`config.mk`:
```
export PLATFORM = sky130hd
export DESIGN_NAME = indexed_block_allocator_core_flat
export DESIGN_NICKNAME = d
export VERILOG_FILES = /design/src/hdl/iba_pkg.sv /design/src/hdl/iba_req_if.sv /design/src/hdl/iba_rsp_if.sv /design/src/hdl/iba_ctrl.sv /design/src/hdl/iba_dp.sv /design/src/hdl/indexed_block_allocator_core.sv /design/src/flat_wrapper.sv
export SDC_FILE = /design/constraint.sdc
export NUM_CORES = 1
export LEC_CHECK = 0
export BUFFER_PORTS_ARGS = -buffer_cell sky130_fd_sc_hd__buf_2
export CORE_UTILIZATION = 40
export DETAILED_ROUTE_END_ITERATION = 8
export PLACE_DENSITY = 0.64
export SLEW_MARGIN = 20
export SYNTH_ARGS = -nofsm -noshare
export SYNTH_HDL_FRONTEND = slang
export SYNTH_HIERARCHICAL = 1
export SYNTH_SLANG_ARGS = --single-unit
```
`constraint.sdc`:
```
create_clock -name clk -period 15.7 [get_ports clk]
set_input_delay 0.785 -clock clk [delete_from_list [all_inputs] [get_ports clk]]
set_output_delay 0.785 -clock clk [all_outputs]
set_load 0.01 [all_outputs]
```
`src/hdl/iba_pkg.sv`:
```
// ----------------------------------------------------------------------------
// iba_pkg
// Shared codes and controller/datapath handshake types for the indexed
// block allocator.
// ----------------------------------------------------------------------------
`default_nettype none

package iba_pkg;

  // Operation codes carried on the request word.
  localparam logic OP_INSERT = 1'b0;
  localparam logic OP_DELETE = 1'b1;

  // Result status codes.
  localparam logic [2:0] ST_OK        = 3'd0;
  localparam logic [2:0] ST_EXISTS    = 3'd1;
  localparam logic [2:0] ST_NOT_FOUND = 3'd2;
  localparam logic [2:0] ST_NO_SLOT   = 3'd3;
  localparam logic [2:0] ST_NO_SPACE  = 3'd4;

  // One request never yields more result words than this.
  localparam int unsigned RESULT_LIMIT = 32;

  // Commands from the controller to the datapath.
  typedef struct packed {
    logic       capture;    // latch the accepted request word
    logic       start_ins;  // reserve the open slot and charge the free count
    logic       start_del;  // select the matching slot for release
    logic       scan_adv;   // step past a used block
    logic       claim;      // take the block under the scan pointer
    logic       del_free;   // release the block read from the list
    logic       del_fin;    // drop the slot and post the delete result
    logic       reject;     // post a single error result
    logic [2:0] rej_code;
  } cmd_t;

  // Status from the datapath back to the controller.
  typedef struct packed {
    logic op_delete;
    logic key_hit;
    logic slot_open;
    logic count_bad;
    logic blk_free;
    logic alloc_last;
    logic del_last;
    logic out_room;
  } sts_t;

endpackage

`default_nettype wire

```
`src/hdl/iba_req_if.sv`:
```
// ----------------------------------------------------------------------------
// iba_req_if
// Request channel: one word is one insert or delete command.
// ----------------------------------------------------------------------------
`default_nettype none

interface iba_req_if;
  logic        valid;
  logic        ready;
  logic        operation;
  logic [15:0] file_key;
  logic [5:0]  block_count;

  modport source (output valid, output operation, output file_key,
                  output block_count, input ready);
  modport sink   (input valid, input operation, input file_key,
                  input block_count, output ready);
endinterface

`default_nettype wire

```
`src/hdl/iba_rsp_if.sv`:
```
// ----------------------------------------------------------------------------
// iba_rsp_if
// Result channel: one word per claimed block, or one word per command.
// ----------------------------------------------------------------------------
`default_nettype none

interface iba_rsp_if;
  logic       valid;
  logic       ready;
  logic [2:0] status;
  logic [4:0] block_index;
  logic [4:0] first_block;
  logic [5:0] free_count;
  logic       last;

  modport source (output valid, output status, output block_index,
                  output first_block, output free_count, output last,
                  input ready);
  modport sink   (input valid, input status, input block_index,
                  input first_block, input free_count, input last,
                  output ready);
endinterface

`default_nettype wire

```
`src/hdl/iba_ctrl.sv`:
```
// ----------------------------------------------------------------------------
// iba_ctrl
// Sequencer for one command at a time: lookup, block scan or block release.
// ----------------------------------------------------------------------------
`default_nettype none

module iba_ctrl (
  input  wire logic          clk,
  input  wire logic          rst,
  input  wire logic          req_valid,
  output logic               req_ready,
  input  wire iba_pkg::sts_t sts,
  output iba_pkg::cmd_t      cmd
);

  typedef enum logic [2:0] {
    S_IDLE,
    S_LOOKUP,
    S_ALLOC,
    S_DEL_RD,
    S_DEL_FREE,
    S_DEL_FIN
  } state_t;

  state_t state;
  state_t state_next;

  always_ff @(posedge clk) begin
    if (rst) begin
      state <= S_IDLE;
    end else begin
      state <= state_next;
    end
  end

  always_comb begin
    cmd        = '0;
    state_next = state;
    req_ready  = (state == S_IDLE);
    unique case (state)
      S_IDLE: begin
        if (req_valid) begin
          cmd.capture = 1'b1;
          state_next  = S_LOOKUP;
        end
      end
      S_LOOKUP: begin
        if (sts.op_delete) begin
          if (!sts.key_hit) begin
            if (sts.out_room) begin
              cmd.reject   = 1'b1;
              cmd.rej_code = iba_pkg::ST_NOT_FOUND;
              state_next   = S_IDLE;
            end
          end else begin
            cmd.start_del = 1'b1;
            state_next    = S_DEL_RD;
          end
        end else if (sts.key_hit || !sts.slot_open || sts.count_bad) begin
          // Error precedence: duplicate key, then table full, then space.
          if (sts.out_room) begin
            cmd.reject = 1'b1;
            if (sts.key_hit) begin
              cmd.rej_code = iba_pkg::ST_EXISTS;
            end else if (!sts.slot_open) begin
              cmd.rej_code = iba_pkg::ST_NO_SLOT;
            end else begin
              cmd.rej_code = iba_pkg::ST_NO_SPACE;
            end
            state_next = S_IDLE;
          end
        end else begin
          cmd.start_ins = 1'b1;
          state_next    = S_ALLOC;
        end
      end
      S_ALLOC: begin
        if (!sts.blk_free) begin
          cmd.scan_adv = 1'b1;
        end else if (sts.out_room) begin
          cmd.claim = 1'b1;
          if (sts.alloc_last) begin
            state_next = S_IDLE;
          end
        end
      end
      S_DEL_RD: begin
        state_next = S_DEL_FREE;
      end
      S_DEL_FREE: begin
        cmd.del_free = 1'b1;
        state_next   = sts.del_last ? S_DEL_FIN : S_DEL_RD;
      end
      S_DEL_FIN: begin
        if (sts.out_room) begin
          cmd.del_fin = 1'b1;
          state_next  = S_IDLE;
        end
      end
      default: begin
        state_next = S_IDLE;
      end
    endcase
  end

endmodule

`default_nettype wire

```
`src/hdl/iba_dp.sv`:
```
// ----------------------------------------------------------------------------
// iba_dp
// Bitmap, file table, block list memory and the result register.
// ----------------------------------------------------------------------------
`default_nettype none

module iba_dp #(
  parameter int NUM_BLOCKS = 32,
  parameter int FILE_SLOTS = 4
) (
  input  wire logic          clk,
  input  wire logic          rst,
  input  wire logic          req_operation,
  input  wire logic [15:0]   req_file_key,
  input  wire logic [5:0]    req_block_count,
  input  wire iba_pkg::cmd_t cmd,
  output iba_pkg::sts_t      sts,
  iba_rsp_if.source          rsp
);

  localparam int BW    = (NUM_BLOCKS > 1) ? $clog2(NUM_BLOCKS) : 1;
  localparam int CW    = $clog2(NUM_BLOCKS + 1);
  localparam int SW    = (FILE_SLOTS > 1) ? $clog2(FILE_SLOTS) : 1;
  localparam int DEPTH = FILE_SLOTS * NUM_BLOCKS;
  localparam int AW    = (DEPTH > 1) ? $clog2(DEPTH) : 1;

  // Latched request.
  logic        op_q;
  logic [15:0] key_q;
  logic [5:0]  count_q;

  // Allocation state.
  logic [NUM_BLOCKS-1:0] map;
  logic [CW-1:0]         free_blocks;
  logic [FILE_SLOTS-1:0] slot_valid;
  logic [15:0]           slot_key    [FILE_SLOTS];
  logic [BW-1:0]         slot_first  [FILE_SLOTS];
  logic [CW-1:0]         slot_length [FILE_SLOTS];
  logic [BW-1:0]         mem         [DEPTH];
  logic [BW-1:0]         rdata;

  // Working registers for the current command.
  logic [SW-1:0] slot_q;
  logic [AW-1:0] base_q;
  logic [BW-1:0] ptr;
  logic [CW-1:0] idx;
  logic [BW-1:0] first_q;

  logic          hit;
  logic [SW-1:0] hit_idx;
  logic          open;
  logic [SW-1:0] open_idx;
  logic [SW-1:0] sel_slot;
  logic [AW-1:0] base_next;
  logic [AW-1:0] mem_addr;
  logic          rd_valid;
  logic          load;

  // Slot table search; the descending loop leaves the lowest match.
  always_comb begin
    hit      = 1'b0;
    hit_idx  = '0;
    open     = 1'b0;
    open_idx = '0;
    for (int s = FILE_SLOTS - 1; s >= 0; s--) begin
      if (slot_valid[s] && (slot_key[s] == key_q)) begin
        hit     = 1'b1;
        hit_idx = SW'(s);
      end
      if (!slot_valid[s]) begin
        open     = 1'b1;
        open_idx = SW'(s);
      end
    end
  end

  assign sel_slot  = (op_q == iba_pkg::OP_DELETE) ? hit_idx : open_idx;
  assign base_next = AW'(AW'(sel_slot) * AW'(NUM_BLOCKS));
  assign mem_addr  = base_q + AW'(idx);
  assign rd_valid  = (8'(rdata) < 8'(NUM_BLOCKS));
  assign load      = cmd.claim | cmd.del_fin | cmd.reject;

  always_comb begin
    sts.op_delete  = (op_q == iba_pkg::OP_DELETE);
    sts.key_hit    = hit;
    sts.slot_open  = open;
    sts.count_bad  = (count_q == '0)
                   || (8'(count_q) > 8'(free_blocks))
                   || (8'(count_q) > 8'(iba_pkg::RESULT_LIMIT));
    sts.blk_free   = !map[ptr];
    sts.alloc_last = ((8'(idx) + 8'd1) == 8'(count_q));
    sts.del_last   = ((8'(idx) + 8'd1) == 8'(slot_length[slot_q]));
    sts.out_room   = !rsp.valid || rsp.ready;
  end

  // Block list memory: written as blocks are claimed, read on release.
  always_ff @(posedge clk) begin
    if (cmd.claim) begin
      mem[mem_addr] <= ptr;
    end
    rdata <= mem[mem_addr];
  end

  // Control state.
  always_ff @(posedge clk) begin
    if (rst) begin
      map         <= '0;
      free_blocks <= CW'(NUM_BLOCKS);
      slot_valid  <= '0;
      rsp.valid   <= 1'b0;
    end else begin
      if (cmd.start_ins) begin
        slot_valid[open_idx] <= 1'b1;
        free_blocks          <= free_blocks - CW'(count_q);
      end
      if (cmd.claim) begin
        map[ptr] <= 1'b1;
      end
      if (cmd.del_free && rd_valid && map[rdata]) begin
        map[rdata]  <= 1'b0;
        free_blocks <= free_blocks + CW'(1);
      end
      if (cmd.del_fin) begin
        slot_valid[slot_q] <= 1'b0;
      end
      if (load) begin
        rsp.valid <= 1'b1;
      end else if (rsp.ready) begin
        rsp.valid <= 1'b0;
      end
    end
  end

  // Payload and working registers.
  always_ff @(posedge clk) begin
    if (cmd.capture) begin
      op_q    <= req_operation;
      key_q   <= req_file_key;
      count_q <= req_block_count;
    end
    if (cmd.start_ins || cmd.start_del) begin
      slot_q <= sel_slot;
      base_q <= base_next;
      ptr    <= '0;
      idx    <= '0;
    end
    if (cmd.start_ins) begin
      slot_key[open_idx]    <= key_q;
      slot_length[open_idx] <= CW'(count_q);
    end
    if (cmd.scan_adv) begin
      ptr <= ptr + BW'(1);
    end
    if (cmd.claim) begin
      ptr <= ptr + BW'(1);
      idx <= idx + CW'(1);
      if (idx == '0) begin
        first_q            <= ptr;
        slot_first[slot_q] <= ptr;
      end
      rsp.status      <= iba_pkg::ST_OK;
      rsp.block_index <= 5'(ptr);
      rsp.first_block <= (idx == '0) ? 5'(ptr) : 5'(first_q);
      rsp.free_count  <= 6'(free_blocks);
      rsp.last        <= sts.alloc_last;
    end
    if (cmd.del_free) begin
      idx <= idx + CW'(1);
    end
    if (cmd.del_fin) begin
      rsp.status      <= iba_pkg::ST_OK;
      rsp.block_index <= '0;
      rsp.first_block <= 5'(slot_first[slot_q]);
      rsp.free_count  <= 6'(free_blocks);
      rsp.last        <= 1'b1;
    end
    if (cmd.reject) begin
      rsp.status      <= cmd.rej_code;
      rsp.block_index <= '0;
      rsp.first_block <= '0;
      rsp.free_count  <= 6'(free_blocks);
      rsp.last        <= 1'b1;
    end
  end

endmodule

`default_nettype wire

```
`src/hdl/indexed_block_allocator_core.sv`:
```
// A rejected command loads its single result word from the lookup state once the output has room.
// Insert: one bitmap bit is tested per cycle, holding on a free block while the output is full.
// Delete: each release passes a read state then a free state, waiting on the list memory read.
// One command at a time; the next is taken once the controller is back in idle after its
// last word is loaded; output stalls delay it further.
// Reset (rst, synchronous, active high) frees every block and empties the file table.
// ----------------------------------------------------------------------------
// indexed_block_allocator_core
// Free-block bitmap allocator with a small indexed file table.
// ----------------------------------------------------------------------------
`default_nettype none

module indexed_block_allocator_core #(
  parameter int NUM_BLOCKS = 32,
  parameter int FILE_SLOTS = 4
) (
  input  wire logic clk,
  input  wire logic rst,
  iba_req_if.sink   req,
  iba_rsp_if.source rsp
);

  // The controller sequences each command; the datapath owns all storage.
  // A request word is taken only while the controller is idle. The result
  // register sits in the datapath, so a new request can be accepted while
  // the final result word of the previous command still waits downstream.

  iba_pkg::cmd_t cmd;
  iba_pkg::sts_t sts;
  logic          ctrl_ready;

  assign req.ready = ctrl_ready;

  iba_ctrl u_ctrl (
    .clk       (clk),
    .rst       (rst),
    .req_valid (req.valid),
    .req_ready (ctrl_ready),
    .sts       (sts),
    .cmd       (cmd)
  );

  // An insert claims the lowest free blocks one at a time, writing each one
  // into the slot's block list and emitting a result word per block. A
  // delete reads the slot's list back and clears each listed block.
  iba_dp #(
    .NUM_BLOCKS (NUM_BLOCKS),
    .FILE_SLOTS (FILE_SLOTS)
  ) u_dp (
    .clk             (clk),
    .rst             (rst),
    .req_operation   (req.operation),
    .req_file_key    (req.file_key),
    .req_block_count (req.block_count),
    .cmd             (cmd),
    .sts             (sts),
    .rsp             (rsp)
  );

endmodule

`default_nettype wire
```
`src/flat_wrapper.sv`:
```
// flat-port wrapper written by rule: the top's interface ports become plain ports
module indexed_block_allocator_core_flat 
#(
  parameter int NUM_BLOCKS = 32,
  parameter int FILE_SLOTS = 4
)
  (clk, rst, req_valid, req_operation, req_file_key, req_block_count, req_ready, rsp_valid, rsp_status, rsp_block_index, rsp_first_block, rsp_free_count, rsp_last, rsp_ready);
  iba_req_if req_i ();
  iba_rsp_if rsp_i ();
  input  wire logic clk;
  input  wire logic rst;
  input wire logic [$bits(req_i.valid)-1:0] req_valid;
  input wire logic [$bits(req_i.operation)-1:0] req_operation;
  input wire logic [$bits(req_i.file_key)-1:0] req_file_key;
  input wire logic [$bits(req_i.block_count)-1:0] req_block_count;
  output wire logic [$bits(req_i.ready)-1:0] req_ready;
  output wire logic [$bits(rsp_i.valid)-1:0] rsp_valid;
  output wire logic [$bits(rsp_i.status)-1:0] rsp_status;
  output wire logic [$bits(rsp_i.block_index)-1:0] rsp_block_index;
  output wire logic [$bits(rsp_i.first_block)-1:0] rsp_first_block;
  output wire logic [$bits(rsp_i.free_count)-1:0] rsp_free_count;
  output wire logic [$bits(rsp_i.last)-1:0] rsp_last;
  input wire logic [$bits(rsp_i.ready)-1:0] rsp_ready;
  assign req_i.valid = req_valid;
  assign req_i.operation = req_operation;
  assign req_i.file_key = req_file_key;
  assign req_i.block_count = req_block_count;
  assign req_ready = req_i.ready;
  assign rsp_valid = rsp_i.valid;
  assign rsp_status = rsp_i.status;
  assign rsp_block_index = rsp_i.block_index;
  assign rsp_first_block = rsp_i.first_block;
  assign rsp_free_count = rsp_i.free_count;
  assign rsp_last = rsp_i.last;
  assign rsp_i.ready = rsp_ready;
  indexed_block_allocator_core #(.NUM_BLOCKS(NUM_BLOCKS), .FILE_SLOTS(FILE_SLOTS)) u_core (.clk(clk), .rst(rst), .req(req_i), .rsp(rsp_i));
endmodule
```
==> impl_metrics.tcl <==
set metrics [dict create \
    ys_types 77 \
    fmax_mhz 200.0 \
    ys_ff_latch 862 \
    worstHoldPathType "in -> reg" \
    grt_pass1_wl_mm 136.6 \
    leakagePower_uw 0.01253 \
    post_cts_buffers 0 \
    setup_viol 0 \
    post_cts_resized 0 \
    whs_ns 0.3037 \
    worst_slack_ns 10.70 \
    grt_pass1_vias 20575 \
    place.gp.congestion 0.9128 \
    syn_inst 2212 \
    grt-ovfl-total 0 \
    drcViolationCount 0 \
    min_period_over_period_pct 31.84 \
    synth_edf_count 798 \
    worstMarginPinSlew_ns 1.079 \
    syn-cell-area_um2 35320 \
    maxCapViolCount 0 \
    cts-root-buf "clkbuf_16" \
    cp-start-kind "register" \
    drive_above_1_share_pct 18.40 \
    grt_max_degree 127 \
    antenna_found_initial 3 \
    power_density_nw_per_um2 120.2 \
    hold_buffers 0 \
    dp_worst_setup_slack_ns 10.62 \
    synth_most_common_cell "edfxtp_1" \
    clkTransAtPathRegs_ns 0.06 \
    irDropWorstVdd_uv 94.41 \
    min_period_ns 4.999 \
    fin_tns_setup_ns 0 \
    first_iter_violations 2436 \
    yosysTopAreaCell "edfxtp_1" \
    fin_skew_ns 0.05064 \
    n_antenna_cell 0 \
    ant_nets 0 \
    areaGrowthSynthToFinish_pct 12.62 \
    syn-num-nets 2254 \
    synth_top_cells_by_count "edfxtp_1, nor2_1, nand2_1" \
    instances_no_fill 3492 \
    ys_async_sr_fraction_pct 0 \
    avgSynthCellArea_um2 15.97 \
    numCtsBuffers 89 \
    rsz0062_at_grt "false" \
    die_area_um2 89480 \
    relSlewSlack_pct 28.00 \
    cts_buffer_depth 3 \
    drt-vias-per-instance 5.931 \
    yosys_warnings 6 \
    seq_area_frac_synth_pct 71.48 \
    totalWireLength_mm 91.40 \
    cts_tree "done" \
    cp_max_fo 84 \
    cp.arrival_ns 5.29 \
    status "completed" \
    port_buffers 48 \
    ys.flop_type "edfxtp_1" \
    fin_util_pct 45.63 \
    setup.worst_path.end_class "register" \
    grt.total_usage_pct 20.25 \
    vias 20712 \
    synth_top_area_share_pct 67.85 \
    cts_max_level 3 \
    synthTopCellsByArea "edfxtp_1, mux4_2, dfxtp_1" \
    die_w_um 299.1 \
    cp.required_ns 15.99 \
    finalHoldViolations 0 \
    final_nets 2305 \
    insertion_delay_ns 0.65 \
    clock_sinks 862 \
    coreArea_um2 87160 \
    place_inst 3327 \
    hpwl_mm 53.95 \
    wire_per_inst_um 26.17 \
    start_util_pct 40.52 \
    drv_slew 0 \
    io_pins 49 \
    path_class "reg -> reg" \
    die_height_um 299.1 \
    dr.pass1.iters 5 \
    rows 108 \
]
## critical path: stages, from the launching register on
cell and delay [ns]:
edfxtp_1 0.55, buf_4 0.81, mux4_2 0.59, nand2b_1 0.17, o21ai_0 0.09, or4_1 0.23, nand2_1 0.09, nor2_2 0.36
buf_4 0.41, nand3_2 0.70, nor2_1 0.64
## per-layer routing
metal,vias to the layer above,global-route usage [%],share of wire (%)
met5,-,0,0.049
met4,6,6.936,3.2
met3,195,4.233,8.9
met2,1078,32.16,47
met1,10559,27.70,41
li1,8874,-,-
## cell families after synthesis
| group | synth area share [%] |
|---|---|
| xor+xnor | 2.182 |
| fa+ha+maj | 0.5527 |
| flops | 71.48 |
| mux | 9.339 |
| compound gates | 7.926 |
| buf+inv | 2.062 |
| simple gates | 6.455 |
## layout make-up
class	count	area, µm²
clock buffers	114	2425
clock inverters	51	476.7
fillers	7468	47390
inverters	28	105.1
multi-input cells	1181	9412
flip-flops and latches	862	25240
well taps	1155	1445
repair buffers	101	663.1
## state kept, by name, summed over array words and instances, names as in the netlist, 4 cells and up, named ones only
register	flops
u_core/u_dp/count_q	6
u_core/u_dp/free_blocks	6
u_core/u_dp/rsp.block_index	5
u_core/u_dp/rsp.first_block	5
u_core/u_dp/rdata	5
u_core/u_dp/slot_first	20
u_core/u_dp/rsp.free_count	6
u_core/u_dp/map	32
u_core/u_dp/slot_key	64
u_core/u_dp/first_q	5
u_core/u_dp/key_q	16
u_core/u_dp/idx	6
u_core/u_dp/ptr	5
u_core/u_dp/slot_valid	4
u_core/u_dp/mem	640
u_core/u_dp/slot_length	24
## final timing paths
kind                            depth (start not counted)                           start                             end  slack, ns
worst min-delay path                                    1                 req_file_key[2]            u_core/u_dp/key_q[2]       0.30
worst min register to register                          2  u_core/u_dp/rsp.block_index[1]  u_core/u_dp/rsp.block_index[1]       0.50
worst max-delay path                                   10              u_core/u_dp/ptr[0]         u_core/u_dp/mem[117][0]      10.70
worst max register to register                         10              u_core/u_dp/ptr[0]         u_core/u_dp/mem[117][0]      10.70
## cell usage in the layout (no fill, tap or decap), drive strengths merged, types with 6 or more instances in the layout
cell     synthesis  final
edfxtp         798    798
nor2           210    210
clkbuf          73    114
buf             68    101
nand2           94     94
mux2            88     88
mux4            78     78
a221oi          74     74
a21oi           65     65
dfxtp           64     64
mux2i           55     55
xnor2           53     53
a211oi          40     40
inv             27     36
xor2            35     35
a22oi           35     35
nand3           35     35
clkinv           1     34
nor3            23     23
o21ai           20     20
nor2b           20     20
o22ai           17     17
a221o           15     15
ha              14     14
and2            14     14
nor3b           14     14
nor4            13     13
nand4           12     12
nand2b          11     11
o2bb2ai         11     11
o211ai          10     10
a31oi            9      9
and3             9      9
o221ai           9      9
o22a             9      9
a22o             9      9
o21a             8      8
nand3b           6      6
## power breakdown
group	leakage (µW)	internal [µW]	switching, µW
clock	0.00142	1190	894
combinational	0.00340	58.4	106
sequential	0.00771	2510	24.2
total	0.0125	3760	1020
## stage by stage
step	power, µW	instance area (µm²)
2_1_floorplan	2682	35320
3_3_place_gp	2743	36860
3_5_place_dp	2746	36860
4_1_cts	4815	39760
5_1_grt	4911	39770
6_report	4782	39770
Power figures use the tool's default switching activity.
